===== src/rtl/cst_pkg.sv =====
`default_nettype none

package cst_pkg;

  // Longest token, including room for the end marker
  localparam int TOKEN_LIMIT = 8192;
  // Width of the saturating line counter
  localparam int LINE_BITS = 20;

  localparam int LEN_W = $clog2(TOKEN_LIMIT);
  localparam int LC_W = 20;

  // At most three results come from one item
  localparam int MAX_RES = 3;
  localparam int RES_IDX_W = 2;

  localparam int QUEUE_DEPTH = 4;
  localparam int QPTR_W = $clog2(QUEUE_DEPTH);

  localparam logic [7:0] CH_NUL   = 8'h00;
  localparam logic [7:0] CH_NL    = 8'h0A;
  localparam logic [7:0] CH_SPACE = 8'h20;
  localparam logic [7:0] CH_QUOTE = 8'h22;
  localparam logic [7:0] CH_STAR  = 8'h2A;
  localparam logic [7:0] CH_SLASH = 8'h2F;

  typedef enum logic [2:0] {
    LS_SKIP,
    LS_SLASH,
    LS_LINE,
    LS_BLOCK,
    LS_STAR,
    LS_QUOTE,
    LS_WORD
  } lex_state_t;

  typedef struct packed {
    logic       kind;
    logic [7:0] ch;
    logic       allow_breaks;
  } in_t;

  typedef struct packed {
    logic [7:0]      token_char;
    logic            char_valid;
    logic            token_end;
    logic            token_was_empty;
    logic            truncated;
    logic [LC_W-1:0] line_count;
  } res_t;

  // All results of one item
  typedef struct packed {
    logic [RES_IDX_W-1:0]  cnt;
    res_t [MAX_RES-1:0]    res;
  } bundle_t;

endpackage

`default_nettype wire


===== src/rtl/cst_front.sv =====
`default_nettype none

module cst_front (
  input  wire logic            clk,
  input  wire logic            rst,
  input  wire logic            accept,
  input  wire cst_pkg::in_t    text,
  output cst_pkg::bundle_t     bundle,
  output logic                 bundle_push
);

  typedef struct packed {
    cst_pkg::lex_state_t              state;
    logic [cst_pkg::LEN_W-1:0]        len;
    logic [cst_pkg::LINE_BITS-1:0]    lines;
    logic                             emit;
    cst_pkg::res_t                    rec;
  } sb_t;

  cst_pkg::lex_state_t           state, state_next;
  logic [cst_pkg::LEN_W-1:0]     len, len_next;
  logic [cst_pkg::LINE_BITS-1:0] lines, lines_next;
  sb_t                           sb;

  function automatic logic [cst_pkg::LC_W-1:0] lc(input logic [cst_pkg::LINE_BITS-1:0] l);
    logic [cst_pkg::LINE_BITS+cst_pkg::LC_W-1:0] w;
    w = (cst_pkg::LINE_BITS + cst_pkg::LC_W)'(l);
    return w[cst_pkg::LC_W-1:0];
  endfunction

  function automatic cst_pkg::res_t mk_char(input logic [7:0] c,
                                            input logic [cst_pkg::LINE_BITS-1:0] l);
    cst_pkg::res_t r;
    r = '0;
    r.token_char = c;
    r.char_valid = 1'b1;
    r.line_count = lc(l);
    return r;
  endfunction

  function automatic cst_pkg::res_t mk_end(input logic empty, input logic trunc,
                                           input logic [cst_pkg::LINE_BITS-1:0] l);
    cst_pkg::res_t r;
    r = '0;
    r.token_end       = 1'b1;
    r.token_was_empty = empty;
    r.truncated       = trunc;
    r.line_count      = lc(l);
    return r;
  endfunction

  // Handling of a byte that may open a new token
  function automatic sb_t start_byte(input logic [7:0] c, input logic allow,
                                     input logic [cst_pkg::LINE_BITS-1:0] l);
    sb_t s;
    logic [cst_pkg::LINE_BITS-1:0] l2;
    s = '0;
    s.state = cst_pkg::LS_SKIP;
    s.lines = l;
    l2 = (l == '1) ? l : l + cst_pkg::LINE_BITS'(1);
    if (c == cst_pkg::CH_NUL) begin
      s.emit = 1'b1;
      s.rec  = mk_end(1'b1, 1'b0, l);
    end else if (c <= cst_pkg::CH_SPACE) begin
      if (c == cst_pkg::CH_NL) begin
        s.lines = l2;
        if (!allow) begin
          s.emit = 1'b1;
          s.rec  = mk_end(1'b1, 1'b0, l2);
        end
      end
    end else if (c == cst_pkg::CH_SLASH) begin
      s.state = cst_pkg::LS_SLASH;
    end else if (c == cst_pkg::CH_QUOTE) begin
      s.state = cst_pkg::LS_QUOTE;
    end else begin
      s.emit  = 1'b1;
      s.rec   = mk_char(c, l);
      s.len   = cst_pkg::LEN_W'(1);
      s.state = cst_pkg::LS_WORD;
    end
    return s;
  endfunction

  always_comb begin
    logic [7:0] c;
    logic       empty_tok;
    c          = text.ch;
    empty_tok  = (len == '0);
    sb         = start_byte(c, text.allow_breaks, lines);
    state_next = state;
    len_next   = len;
    lines_next = lines;
    bundle     = '0;
    if (text.kind) begin
      state_next = cst_pkg::LS_SKIP;
      len_next   = '0;
      lines_next = '0;
    end else begin
      unique case (state)
        cst_pkg::LS_SLASH: begin
          if (c == cst_pkg::CH_SLASH) begin
            state_next = cst_pkg::LS_LINE;
          end else if (c == cst_pkg::CH_STAR) begin
            state_next = cst_pkg::LS_BLOCK;
          end else if (c == cst_pkg::CH_QUOTE) begin
            bundle.res[0] = mk_char(cst_pkg::CH_SLASH, lines);
            bundle.cnt    = cst_pkg::RES_IDX_W'(1);
            len_next      = cst_pkg::LEN_W'(1);
            state_next    = cst_pkg::LS_QUOTE;
          end else if (c > cst_pkg::CH_SPACE) begin
            bundle.res[0] = mk_char(cst_pkg::CH_SLASH, lines);
            bundle.res[1] = mk_char(c, lines);
            bundle.cnt    = cst_pkg::RES_IDX_W'(2);
            len_next      = cst_pkg::LEN_W'(2);
            state_next    = cst_pkg::LS_WORD;
          end else begin
            // lone slash token closes, byte then read as whitespace
            bundle.res[0] = mk_char(cst_pkg::CH_SLASH, lines);
            bundle.res[1] = mk_end(1'b0, 1'b0, lines);
            bundle.res[2] = sb.rec;
            bundle.cnt    = cst_pkg::RES_IDX_W'(2) + cst_pkg::RES_IDX_W'(sb.emit);
            state_next    = sb.state;
            len_next      = sb.len;
            lines_next    = sb.lines;
          end
        end
        cst_pkg::LS_LINE: begin
          if (c == cst_pkg::CH_NUL) begin
            bundle.res[0] = sb.rec;
            bundle.cnt    = cst_pkg::RES_IDX_W'(sb.emit);
            state_next    = sb.state;
            len_next      = sb.len;
            lines_next    = sb.lines;
          end else if (c == cst_pkg::CH_NL) begin
            state_next = cst_pkg::LS_SKIP;
          end
        end
        cst_pkg::LS_BLOCK: begin
          if (c == cst_pkg::CH_NUL) begin
            bundle.res[0] = sb.rec;
            bundle.cnt    = cst_pkg::RES_IDX_W'(sb.emit);
            state_next    = sb.state;
            len_next      = sb.len;
            lines_next    = sb.lines;
          end else if (c == cst_pkg::CH_STAR) begin
            state_next = cst_pkg::LS_STAR;
          end
        end
        cst_pkg::LS_STAR: begin
          if (c == cst_pkg::CH_NUL) begin
            bundle.res[0] = sb.rec;
            bundle.cnt    = cst_pkg::RES_IDX_W'(sb.emit);
            state_next    = sb.state;
            len_next      = sb.len;
            lines_next    = sb.lines;
          end else if (c == cst_pkg::CH_SLASH) begin
            state_next = cst_pkg::LS_SKIP;
          end else if (c != cst_pkg::CH_STAR) begin
            state_next = cst_pkg::LS_BLOCK;
          end
        end
        cst_pkg::LS_QUOTE: begin
          if (c == cst_pkg::CH_NUL) begin
            bundle.res[0] = mk_end(empty_tok, 1'b0, lines);
            bundle.res[1] = sb.rec;
            bundle.cnt    = cst_pkg::RES_IDX_W'(1) + cst_pkg::RES_IDX_W'(sb.emit);
            state_next    = sb.state;
            len_next      = sb.len;
            lines_next    = sb.lines;
          end else if (c == cst_pkg::CH_QUOTE) begin
            bundle.res[0] = mk_end(empty_tok, 1'b0, lines);
            bundle.cnt    = cst_pkg::RES_IDX_W'(1);
            len_next      = '0;
            state_next    = cst_pkg::LS_SKIP;
          end else if (len >= cst_pkg::LEN_W'(cst_pkg::TOKEN_LIMIT - 2)) begin
            // overflow: byte dropped, rest of string read as plain text
            bundle.res[0] = mk_end(empty_tok, 1'b1, lines);
            bundle.cnt    = cst_pkg::RES_IDX_W'(1);
            len_next      = '0;
            state_next    = cst_pkg::LS_SKIP;
          end else begin
            bundle.res[0] = mk_char(c, lines);
            bundle.cnt    = cst_pkg::RES_IDX_W'(1);
            len_next      = len + cst_pkg::LEN_W'(1);
          end
        end
        cst_pkg::LS_WORD: begin
          if (c > cst_pkg::CH_SPACE &&
              len < cst_pkg::LEN_W'(cst_pkg::TOKEN_LIMIT - 1)) begin
            bundle.res[0] = mk_char(c, lines);
            bundle.cnt    = cst_pkg::RES_IDX_W'(1);
            len_next      = len + cst_pkg::LEN_W'(1);
          end else begin
            // word ends; the byte is then handled as a possible start of the next token
            bundle.res[0] = mk_end(empty_tok, c > cst_pkg::CH_SPACE, lines);
            bundle.res[1] = sb.rec;
            bundle.cnt    = cst_pkg::RES_IDX_W'(1) + cst_pkg::RES_IDX_W'(sb.emit);
            state_next    = sb.state;
            len_next      = sb.len;
            lines_next    = sb.lines;
          end
        end
        default: begin
          bundle.res[0] = sb.rec;
          bundle.cnt    = cst_pkg::RES_IDX_W'(sb.emit);
          state_next    = sb.state;
          len_next      = sb.len;
          lines_next    = sb.lines;
        end
      endcase
    end
    bundle_push = accept && (bundle.cnt != '0);
  end

  always_ff @(posedge clk) begin
    if (rst) begin
      state <= cst_pkg::LS_SKIP;
      len   <= '0;
      lines <= '0;
    end else if (accept) begin
      state <= state_next;
      len   <= len_next;
      lines <= lines_next;
    end
  end

endmodule

`default_nettype wire


===== src/rtl/cst_queue.sv =====
`default_nettype none

module cst_queue (
  input  wire logic              clk,
  input  wire logic              rst,
  input  wire logic              wr,
  input  wire cst_pkg::bundle_t  wr_data,
  output logic                   full,
  input  wire logic              rd,
  output cst_pkg::bundle_t       rd_data,
  output logic                   empty
);

  cst_pkg::bundle_t            mem [cst_pkg::QUEUE_DEPTH];
  logic [cst_pkg::QPTR_W-1:0]  wptr, rptr;
  logic [cst_pkg::QPTR_W:0]    count;
  logic                        do_wr, do_rd;

  assign full    = (count == (cst_pkg::QPTR_W + 1)'(cst_pkg::QUEUE_DEPTH));
  assign empty   = (count == '0);
  assign do_wr   = wr && !full;
  assign do_rd   = rd && !empty;
  assign rd_data = mem[rptr];

  always_ff @(posedge clk) begin
    if (do_wr) begin
      mem[wptr] <= wr_data;
    end
  end

  always_ff @(posedge clk) begin
    if (rst) begin
      wptr  <= '0;
      rptr  <= '0;
      count <= '0;
    end else begin
      if (do_wr) begin
        wptr <= wptr + cst_pkg::QPTR_W'(1);
      end
      if (do_rd) begin
        rptr <= rptr + cst_pkg::QPTR_W'(1);
      end
      if (do_wr && !do_rd) begin
        count <= count + (cst_pkg::QPTR_W + 1)'(1);
      end else if (do_rd && !do_wr) begin
        count <= count - (cst_pkg::QPTR_W + 1)'(1);
      end
    end
  end

endmodule

`default_nettype wire


===== src/rtl/cst_emit.sv =====
`default_nettype none

module cst_emit (
  input  wire logic              clk,
  input  wire logic              rst,
  input  wire cst_pkg::bundle_t  head,
  input  wire logic              head_empty,
  output logic                   head_pop,
  output logic                   empty,
  input  wire logic              pop,
  output cst_pkg::res_t          result
);

  logic [cst_pkg::RES_IDX_W-1:0] idx, idx_next;
  logic                          out_valid, out_valid_next;
  logic                          load;

  assign empty = !out_valid;
  assign load  = !head_empty && (!out_valid || pop);

  always_comb begin
    idx_next       = idx;
    head_pop       = 1'b0;
    out_valid_next = out_valid;
    if (load) begin
      out_valid_next = 1'b1;
      if (idx == head.cnt - cst_pkg::RES_IDX_W'(1)) begin
        idx_next = '0;
        head_pop = 1'b1;
      end else begin
        idx_next = idx + cst_pkg::RES_IDX_W'(1);
      end
    end else if (pop) begin
      out_valid_next = 1'b0;
    end
  end

  always_ff @(posedge clk) begin
    if (load) begin
      result <= head.res[idx];
    end
  end

  always_ff @(posedge clk) begin
    if (rst) begin
      idx       <= '0;
      out_valid <= 1'b0;
    end else begin
      idx       <= idx_next;
      out_valid <= out_valid_next;
    end
  end

endmodule

`default_nettype wire


===== src/rtl/comment_skipping_tokenizer.sv =====
`default_nettype none

// Channel   Handshake          Payload           Moves
// text      push / full        cst_pkg::in_t     one text byte or session restart per item
// result    pop / empty        cst_pkg::res_t    one token character or end marker per item
//
// Cycles: a byte is lexed in the cycle it is taken; its 0..3 results, if any, enter a
//   4-deep queue as one entry and leave one per cycle from the output register while
//   pop is held. Sustained rate is one byte per cycle while bytes give at most one
//   result each; a byte giving more results holds the output side until all have left.
// Reset: rst (sync, high) clears lexer state, line count, queue and the output valid flag.
// Stalls: full rises only when the queue is full; the lexer and the output side
//   stall on their own, the queue taking up the slack between them.

module comment_skipping_tokenizer (
  input  wire logic           clk,
  input  wire logic           rst,
  input  wire logic           push,
  output logic                full,
  input  wire cst_pkg::in_t   text,
  output logic                empty,
  input  wire logic           pop,
  output cst_pkg::res_t       result
);

  cst_pkg::bundle_t bundle;
  cst_pkg::bundle_t head;
  logic             bundle_push;
  logic             head_empty;
  logic             head_pop;
  logic             accept;

  // bytes are taken whenever the queue has room, even ones giving no result
  assign accept = push && !full;

  // front: lexer state machine, line counter, result assembly
  cst_front u_front (
    .clk         (clk),
    .rst         (rst),
    .accept      (accept),
    .text        (text),
    .bundle      (bundle),
    .bundle_push (bundle_push)
  );

  // decoupling queue, one entry per byte that gave results
  cst_queue u_queue (
    .clk     (clk),
    .rst     (rst),
    .wr      (bundle_push),
    .wr_data (bundle),
    .full    (full),
    .rd      (head_pop),
    .rd_data (head),
    .empty   (head_empty)
  );

  // back: serialises each entry into single result items
  cst_emit u_emit (
    .clk        (clk),
    .rst        (rst),
    .head       (head),
    .head_empty (head_empty),
    .head_pop   (head_pop),
    .empty      (empty),
    .pop        (pop),
    .result     (result)
  );

endmodule

`default_nettype wire

===== config.mk =====
export PLATFORM = sky130hd
export DESIGN_NAME = comment_skipping_tokenizer
export DESIGN_NICKNAME = d
export VERILOG_FILES = /design/src/rtl/cst_pkg.sv /design/src/rtl/cst_front.sv /design/src/rtl/cst_queue.sv /design/src/rtl/cst_emit.sv /design/src/rtl/comment_skipping_tokenizer.sv
export SDC_FILE = /design/constraint.sdc
export NUM_CORES = 1
export LEC_CHECK = 0
export ABC_AREA = 1
export BUFFER_PORTS_ARGS = -buffer_cell sky130_fd_sc_hd__buf_2
export CAP_MARGIN = 30
export CORE_MARGIN = 2
export CORE_UTILIZATION = 63
export CTS_CLUSTER_SIZE = 10
export DETAILED_ROUTE_END_ITERATION = 8
export PLACE_DENSITY = 0.79
export SLEW_MARGIN = 20
export SYNTH_ARGS = -nofsm -noshare
export SYNTH_HDL_FRONTEND = slang
export SYNTH_SLANG_ARGS = --single-unit

===== constraint.sdc =====
create_clock -name clk -period 6.75 [get_ports clk]
set_input_delay 0.3375 -clock clk [delete_from_list [all_inputs] [get_ports clk]]
set_output_delay 0.3375 -clock clk [all_outputs]
set_load 0.005 [all_outputs]

==> impl_metrics.py, run 1 <==
metrics = {
    "outcome": {
        "outcome": "complete, no violations",
    },
    "critical_path": {
        "timing.setup.critical_path_class": "flop to flop",
        "timing.critical_path.slowest_cell_delay_ns": 0.52,
        "crit_path_start": "u_front.len[5]",
        "cp_cell_sequence": "nand2_1 > nor2_1 > nand2_1 > nor2_1 > nor2_1 > nor2_4 > nand2_1 > nand2_1 > nand2_1 > nand2_2 > nand2_2 > inv_1 > ha_1 > inv_1 > fa_1 > a21oi_1 > o21ai_0 > o21ai_0 > a21oi_1",
        "cpMostUsedCell": "sky130_fd_sc_hd__nand2_1",
        "arrival_ns": 4.12,
        "timing.critical_path.fanout_max": 23,
        "regToRegStartpoint": "u_front.len[5]",
        "end_kind": "flop",
        "critical_path_required_ns": 7.19,
        "crit_path_start_kind": "flop",
        "critical-path-slowest-cell": "sky130_fd_sc_hd__nor2_4",
    },
    "clock_network": {
        "cts_made_buffers": 52,
        "cts_tree": "yes",
        "cts.repair.resized": 0,
        "clk-insertion-delay-late_ns": 0.58,
        "number_of_buffers_added_for_setup_after_cts": 0,
        "path_clk_slew_ns": 0.06,
        "cts_hold_buffers": 0,
        "tritoncts_num_sinks": 460,
        "cts_max_path_buffers": 3,
        "clock_tree.htree_level_count": 2,
        "clock-root-buffer": "sky130_fd_sc_hd__clkbuf_16",
    },
    "final_layout": {
        "syn2layout_area_growth_pct": 10.83,
        "layout.cells.most_common": "sky130_fd_sc_hd__edfxtp_1",
        "antenna_cells": 0,
        "final_design_area_no_fill_sq_um": 22760,
        "drive_above_1_share_pct": 10.16,
        "instances_no_fill": 2509,
        "most-common-layout-cells": "sky130_fd_sc_hd__edfxtp_1 (412), sky130_fd_sc_hd__nor2_1 (307), sky130_fd_sc_hd__nand2_1 (279)",
        "nNetsFinal": 2049,
    },
    "global_routing": {
        "grt_start_max_net_pins": 100,
        "grt_overflow": 0,
        "grt_first_pass_wirelength_um": 78320,
        "total_routing_resource_utilization_after_global_routing_pct": 29.75,
        "grt_antenna_before_repair": 0,
        "number_of_global_route_vias_before_repair": 14870,
    },
    "drt": {
        "viasPerCell": 6.008,
        "route.detailed.wl_per_inst_um": 19.63,
        "wl_um": 49260,
        "dr_total_vias": 15070,
        "drt_first_iter_violations": 1871,
        "drt-pass1-iter-count": 6,
        "drc": 0,
        "final_antenna_net_count": 0,
    },
    "min_path": {
        "hp-start": "pop",
        "hp-class": "input pin to flop",
    },
    "power": {
        "finalPower_mw": 8.098,
        "cellLeakagePower_nw": 8.046,
        "power.ir.vdd_worst_mv": 0.4880,
        "powerDensity_nw_per_um2": 355.8,
    },
    "floorplanning": {
        "rows": 66,
        "starting_density_of_the_core_pct": 63.60,
        "num_io_pins": 48,
        "floorplan.core_area_sq_um": 32290,
        "chipHeight_um": 184.5,
        "fp.dieArea_sq_um": 34060,
        "die_w_um": 184.5,
    },
    "timing": {
        "fin_crit_ns": 3.676,
        "slew_violations": 0,
        "timing.final.hold_violations": 0,
        "setup_repair_after_global_routing_missed_its_margin": "no",
        "fin_worst_hold_slack_ns": 0.1730,
        "achievable-frequency_mhz": 272.0,
        "post-route-period-util_pct": 54.46,
        "setup_viol_count_final": 0,
        "worst_slew_pin_slew_ns": 0.9184,
        "maximum_clock_skew_at_final_layout_ns": 0.02665,
        "timing.max_slew.rel_slack_pct": 38.63,
        "totalNegativeSetupSlack_ns": 0,
    },
    "placement": {
        "gpl.final_weighted_congestion": 0.9646,
        "dp_cells": 2412,
        "placed_inst_area_sq_um": 21220,
        "detailed_place_hpwl_um": 28940,
        "buffer_ports.inserted": 47,
    },
    "logic_synthesis": {
        "number_of_flops_mapped_to_enable_cells_by_yosys": 412,
        "synth_seq_area_share_pct": 64.92,
        "synthesis.yosys.warnings": 0,
        "synth.lib_cells_used.distinct": 48,
        "synthesis.instances": 1971,
        "synth_async_sr_flop_share_pct": 0,
        "postSynthRegisterBits": 460,
        "ys.flop_type": "sky130_fd_sc_hd__edfxtp_1",
        "post_synth.cell_area_avg_sq_um": 10.42,
        "synth.cell_area_sq_um": 20540,
    },
    "flow_run": {
        "cap_violations": 0,
    },
}
-- cells by family (layout without fill, tap and decap cells) --
group | after synthesis | count (layout) | share of synthesized area [%]
and+or+nand+nor | 778 | 778 | 16.27
DFF | 460 | 460 | 64.92
buffers and inverters | 264 | 325 | 5.185
adders and majority gates | 10 | 10 | 0.6458
other | 1 | 36 | 0.01826
AOI/OAI and AO/OA | 440 | 440 | 12.19
xor gates and xnor gates | 18 | 18 | 0.7677
-- area by class of cell --
class	count	area, sq um
clock buffers	91	1458
flip-flops and latches	460	13340
inverters	158	600.6
well taps	442	553.0
multi-input cells	1282	6322
repair buffers	71	435.4
fillers	2212	9529
clock inverters	5	52.55
-- critical path, delay by kind of cell, from the launching register on --
family	cells	cell delay (ns)
and+or+nand+nor	11	1.86
adders and majority gates	2	0.52
AOI/OAI and AO/OA	4	0.49
buffers and inverters	2	0.19
DFF	1	0.48
-- power breakdown --
group	switching [mW]	internal, mW
sequential	0.109	3.55
combinational	1.39	0.534
clock	1.06	1.46
-- cell usage after synthesis (2+ instances only) --
master                     count  area [sq um]
sky130_fd_sc_hd__nand4_2       2         25.02
sky130_fd_sc_hd__o21ai_1      10         50.05
sky130_fd_sc_hd__o31ai_1       2         15.01
sky130_fd_sc_hd__edfxtp_1    412         12370
sky130_fd_sc_hd__nor3b_1       2         15.01
sky130_fd_sc_hd__a21boi_0      2         15.01
sky130_fd_sc_hd__nor2_4        6         67.56
sky130_fd_sc_hd__clkbuf_1     81         304.0
sky130_fd_sc_hd__o211ai_1      5         37.54
sky130_fd_sc_hd__and3_1        2         12.51
sky130_fd_sc_hd__a31oi_1       5         31.28
sky130_fd_sc_hd__ha_1          9         112.6
sky130_fd_sc_hd__o22ai_1     111         694.4
sky130_fd_sc_hd__nor2_2        5         31.28
sky130_fd_sc_hd__o21ai_0     204          1021
sky130_fd_sc_hd__inv_1       144         540.5
sky130_fd_sc_hd__xor2_1       17         148.9
sky130_fd_sc_hd__buf_6         6         67.56
sky130_fd_sc_hd__nand2_2      19         118.9
sky130_fd_sc_hd__nor4_1        3         18.77
sky130_fd_sc_hd__buf_2        13         65.06
sky130_fd_sc_hd__nor2_8        2         40.04
sky130_fd_sc_hd__o21ai_2      14         122.6
sky130_fd_sc_hd__nand2_1     279          1047
sky130_fd_sc_hd__nand3_2       3         30.03
sky130_fd_sc_hd__nor2_1      314          1179
sky130_fd_sc_hd__inv_2        10         37.54
sky130_fd_sc_hd__buf_4         2         15.01
sky130_fd_sc_hd__a22oi_1      24         180.2
sky130_fd_sc_hd__dfxtp_1      48         960.9
sky130_fd_sc_hd__nand3_1      88         440.4
sky130_fd_sc_hd__inv_4         2         12.51
sky130_fd_sc_hd__a21oi_2       2         17.52
sky130_fd_sc_hd__nor3_2        6         60.06
sky130_fd_sc_hd__nor3_1       37         185.2
sky130_fd_sc_hd__clkinv_1      2         7.510
sky130_fd_sc_hd__nand3b_1      3         22.52
sky130_fd_sc_hd__nand4_1       6         37.54
sky130_fd_sc_hd__a21oi_1      57         285.3
sky130_fd_sc_hd__buf_1         4         15.01
-- state kept, by name, indices dropped and copies added (netlist names), named ones only --
name and flops:
u_front.len 13, u_front.lines 20, u_emit.out_valid 1, u_front.state 3, u_emit.idx 2, u_queue.wptr 2
u_queue.count 3, u_emit.result 32, u_queue.mem 380, u_queue.rptr 2
-- path summary, 6_finish.rpt --
path	endpoint	slack, ns	depth (start not counted)
worst max-delay path	u_queue.count[2]	3.07	19
worst min-delay path	u_emit.out_valid	0.17	4
worst max register to register	u_queue.count[2]	3.07	19
worst min register to register	u_front.len[0]	0.50	2
-- through the flow --
stage | util, % | setup slack (ns)
2_1_floorplan | - | 0.8258
3_3_place_gp | 65.73 | 3.186
3_5_place_dp | 65.73 | 3.168
4_1_cts | 70.40 | 3.151
5_1_grt | 70.49 | 2.747
6_report | 70.49 | 3.074
-- layer usage --
layer	global-route usage, %	vias to the layer above	part of all wire (%)
met5	0	-	0
met4	11.42	0	3.0
met3	4.742	128	8.2
met2	47.89	763	47
met1	41.11	7206	41
li1	-	6976	-
Power figures use the tool's default switching activity.
==> run 2, diff against run 1 <==
Settings changed: ABC_AREA 1 to 0, CORE_UTILIZATION 63 to 56, PLACE_DENSITY 0.79 to 0.74.
Clock period 6.75 ns to 3 ns, I/O delays scaled along.
==> run 2 against run 1 <==
Net effect:
- design area is 2.4% higher
- first-iteration DRC count decreased by 24%
- clock skew down 0.0061 ns
- cell count fell by 21%
- sequential power rose by 120%
- combinational power increased by 110%
- synthesized cell count down 33%
- wire length is 8.1% lower
- maximum frequency rose by 30%
- clock power is 120% higher
- sequential share of layout area is 1.3 points lower
==> impl_metrics.py, run 2 <==
metrics = {
    "outcome": {
        "outcome": "complete, no violations",
    },
    "timing": {
        "timing.final.hold_violations": 0,
        "totalNegativeSetupSlack_ns": 0,
        "fin_crit_ns": 2.826,
        "worst_slew_pin_slew_ns": 0.7847,
        "timing.max_slew.rel_slack_pct": 47.69,
        "maximum_clock_skew_at_final_layout_ns": 0.02059,
        "fin_worst_hold_slack_ns": 0.07122,
        "setup_viol_count_final": 0,
        "post-route-period-util_pct": 94.19,
        "achievable-frequency_mhz": 353.9,
        "slew_violations": 0,
    },
    "logic_synthesis": {
        "ys.flop_type": "sky130_fd_sc_hd__edfxtp_1",
        "synth_async_sr_flop_share_pct": 0,
        "most_numerous_cell_types_in_the_synthesized_netlist": "sky130_fd_sc_hd__edfxtp_1 (412), sky130_fd_sc_hd__mux4_2 (95), sky130_fd_sc_hd__clkbuf_1 (77), sky130_fd_sc_hd__a21oi_1 (76), sky130_fd_sc_hd__nor2_1 (74)",
        "synth.area.top_cells": "sky130_fd_sc_hd__edfxtp_1 (62%), sky130_fd_sc_hd__mux4_2 (11%), sky130_fd_sc_hd__dfxtp_1 (4.8%), sky130_fd_sc_hd__a21oi_1 (1.9%), sky130_fd_sc_hd__mux2i_1 (1.8%)",
        "synth_seq_area_share_pct": 67.01,
        "post_synth.cell_area_avg_sq_um": 15.05,
        "number_of_flops_mapped_to_enable_cells_by_yosys": 412,
        "synthesis.instances": 1322,
        "synth_top_area_share_pct": 62.18,
        "synth.largest_area_cell": "sky130_fd_sc_hd__edfxtp_1",
        "postSynthRegisterBits": 460,
        "synthesis.yosys.warnings": 0,
        "yosysMostFrequentCell": "sky130_fd_sc_hd__edfxtp_1",
        "synth.lib_cells_used.distinct": 79,
        "synth.cell_area_sq_um": 19900,
    },
    "final_layout": {
        "drive_above_1_share_pct": 24.27,
        "max_flop_register": "u_queue.mem",
        "layout.cells.most_common": "sky130_fd_sc_hd__edfxtp_1",
        "largest_register_ffs": 380,
        "syn2layout_area_growth_pct": 17.10,
        "antenna_cells": 0,
        "nNetsFinal": 1526,
        "top_regs": "u_queue.mem: 380 flops, u_emit.result: 32 flops, u_front.lines: 20 flops",
        "most-common-layout-cells": "sky130_fd_sc_hd__edfxtp_1 (412), sky130_fd_sc_hd__buf_4 (115), sky130_fd_sc_hd__mux4_2 (95)",
        "n_fill_cell": 2426,
    },
    "critical_path": {
        "crit_path_start": "u_front.state[0]",
        "critical-path-slowest-cell": "sky130_fd_sc_hd__dfxtp_1",
        "timing.critical_path.fanout_max": 4,
        "timing.critical_path.slowest_cell_delay_ns": 0.38,
        "end_kind": "flop",
        "arrival_ns": 3.31,
        "cp_cell_sequence": "nor3b_4 > buf_4 > o2bb2ai_1 > a31oi_1 > a221oi_2 > o21a_2 > ha_4 > inv_1 > fa_1 > xor2_1 > or3_1 > a21oi_1",
        "regToRegStartpoint": "u_front.state[0]",
        "cp_num_buf_inv": 2,
        "timing.setup.critical_path_class": "flop to flop",
        "critical_path.top_delay_family": "compound AO/OA/AOI/OAI gates",
        "crit_path_start_kind": "flop",
        "critical_path_required_ns": 3.48,
    },
    "drt": {
        "drc": 0,
        "dr_total_vias": 12370,
        "viasPerCell": 6.205,
        "final_antenna_net_count": 0,
        "drt-pass1-iter-count": 6,
        "wl_um": 45280,
        "drt_first_iter_violations": 1413,
        "route.detailed.wl_per_inst_um": 22.71,
    },
    "floorplanning": {
        "num_io_pins": 48,
        "floorplan.core_area_sq_um": 35310,
        "rows": 69,
        "chipHeight_um": 192.5,
        "die_w_um": 192.5,
        "starting_density_of_the_core_pct": 56.35,
        "fp.dieArea_sq_um": 37060,
    },
    "min_path": {
        "hp-start": "text[6]",
        "hp-class": "input pin to flop",
    },
    "global_routing": {
        "total_routing_resource_utilization_after_global_routing_pct": 25.37,
        "grt_overflow": 0,
        "grt_start_max_net_pins": 54,
        "number_of_global_route_vias_before_repair": 12310,
        "grt_first_pass_wirelength_um": 70310,
        "grt_antenna_before_repair": 1,
    },
    "placement": {
        "gpl.final_weighted_congestion": 0.9946,
        "detailed_place_hpwl_um": 28380,
        "buffer_ports.inserted": 47,
    },
    "clock_network": {
        "cts_tree": "yes",
        "clock-root-buffer": "sky130_fd_sc_hd__clkbuf_16",
        "clk-insertion-delay-late_ns": 0.57,
        "tritoncts_num_sinks": 460,
        "cts_max_path_buffers": 3,
        "path_clk_slew_ns": 0.06,
        "clock_tree.htree_level_count": 2,
        "cts_made_buffers": 52,
    },
    "power": {
        "powerDensity_nw_per_um2": 750.2,
        "cellLeakagePower_nw": 8.092,
        "power.ir.vdd_worst_mv": 0.4954,
    },
    "flow_run": {
        "cap_violations": 0,
    },
}
run 2: cell types whose count changed in the layout (fill, tap and decap cells not counted), moves of 92 or more:
cell	change
sky130_fd_sc_hd__inv_1	-101
sky130_fd_sc_hd__mux4_2	+95
sky130_fd_sc_hd__buf_4	+92
sky130_fd_sc_hd__o21ai_0	-148
sky130_fd_sc_hd__nand2_1	-210
sky130_fd_sc_hd__nor2_1	-234
run 2: repair_timing:
item / CTS / global route
hold endpoints to repair: 2 / 0
gates resized for setup: 0 / 10
hold buffers: 2 / 0
endpoints found under the setup margin: 0 / 102
setup buffers: 0 / 1
run 2: logic make-up (layout without fill, tap and decap cells):
kind of cell / count (synthesis) / count (layout) / share of synthesized area (%)
adders and majority gates: 10 / 10 / 0.6666
xor gates and xnor gates: 13 / 13 / 0.5722
other: 1 / 36 / 0.01885
buffers and inverters: 135 / 311 / 2.691
muxes: 132 / 132 / 12.63
and+or+nand+nor: 302 / 302 / 7.892
AOI/OAI and AO/OA: 269 / 269 / 8.527
DFF: 460 / 460 / 67.01
run 2: worst paths after layout:
| kind | slack, ns | cells after the start | end |
|---|---|---|---|
| max | 0.17 | 12 | u_queue.count[2] |
| min | 0.07 | 2 | u_queue.mem[0][61] |
| max reg2reg | 0.17 | 12 | u_queue.count[2] |
| min reg2reg | 0.50 | 2 | u_front.len[3] |
run 2: power breakdown:
| part | switching [mW] | internal (mW) |
|---|---|---|
| sequential | 0.194 | 7.78 |
| clock | 2.32 | 3.21 |
| combinational | 2.23 | 1.76 |
| total | 4.74 | 12.7 |
run 2: area by class of cell:
class | instances | area (sq um) | share of cell area (%)
clock inverters | 5 | 36.28 | 0.1557
well taps | 461 | 576.8 | 2.475
clock buffers | 80 | 1416 | 6.079
multi-input cells | 762 | 6276 | 26.93
inverters | 43 | 161.4 | 0.6927
repair buffers | 183 | 1490 | 6.395
flip-flops and latches | 460 | 13340 | 57.27
run 2: per-layer routing:
| layer | global-route usage (%) | wire length (um) | vias to the layer above |
|---|---|---|---|
| li1 | - | - | 5532 |
| met1 | 35.97 | 19210 | 6274 |
| met2 | 41.08 | 22050 | 472 |
| met3 | 3.728 | 2799 | 93 |
| met4 | 7.986 | 1218 | 2 |
| met5 | 0 | 13 | - |
run 2: stage by stage:
step / area (sq um) / utilization (%) / power, mW / setup slack [ns] / cells
floorplan: 20120 / - / 10.61 / 0.02620 / 1357
global placement: 21790 / 61.72 / 12.01 / 0.07909 / 1906
detailed placement: 21790 / 61.72 / 12.08 / 0.05951 / 1906
CTS: 23270 / 65.89 / 17.62 / 0.07360 / 1993
global route: 23300 / 65.99 / 18.19 / -0.006997 / 1994
finish: 23300 / 65.99 / 17.48 / 0.1744 / 1994
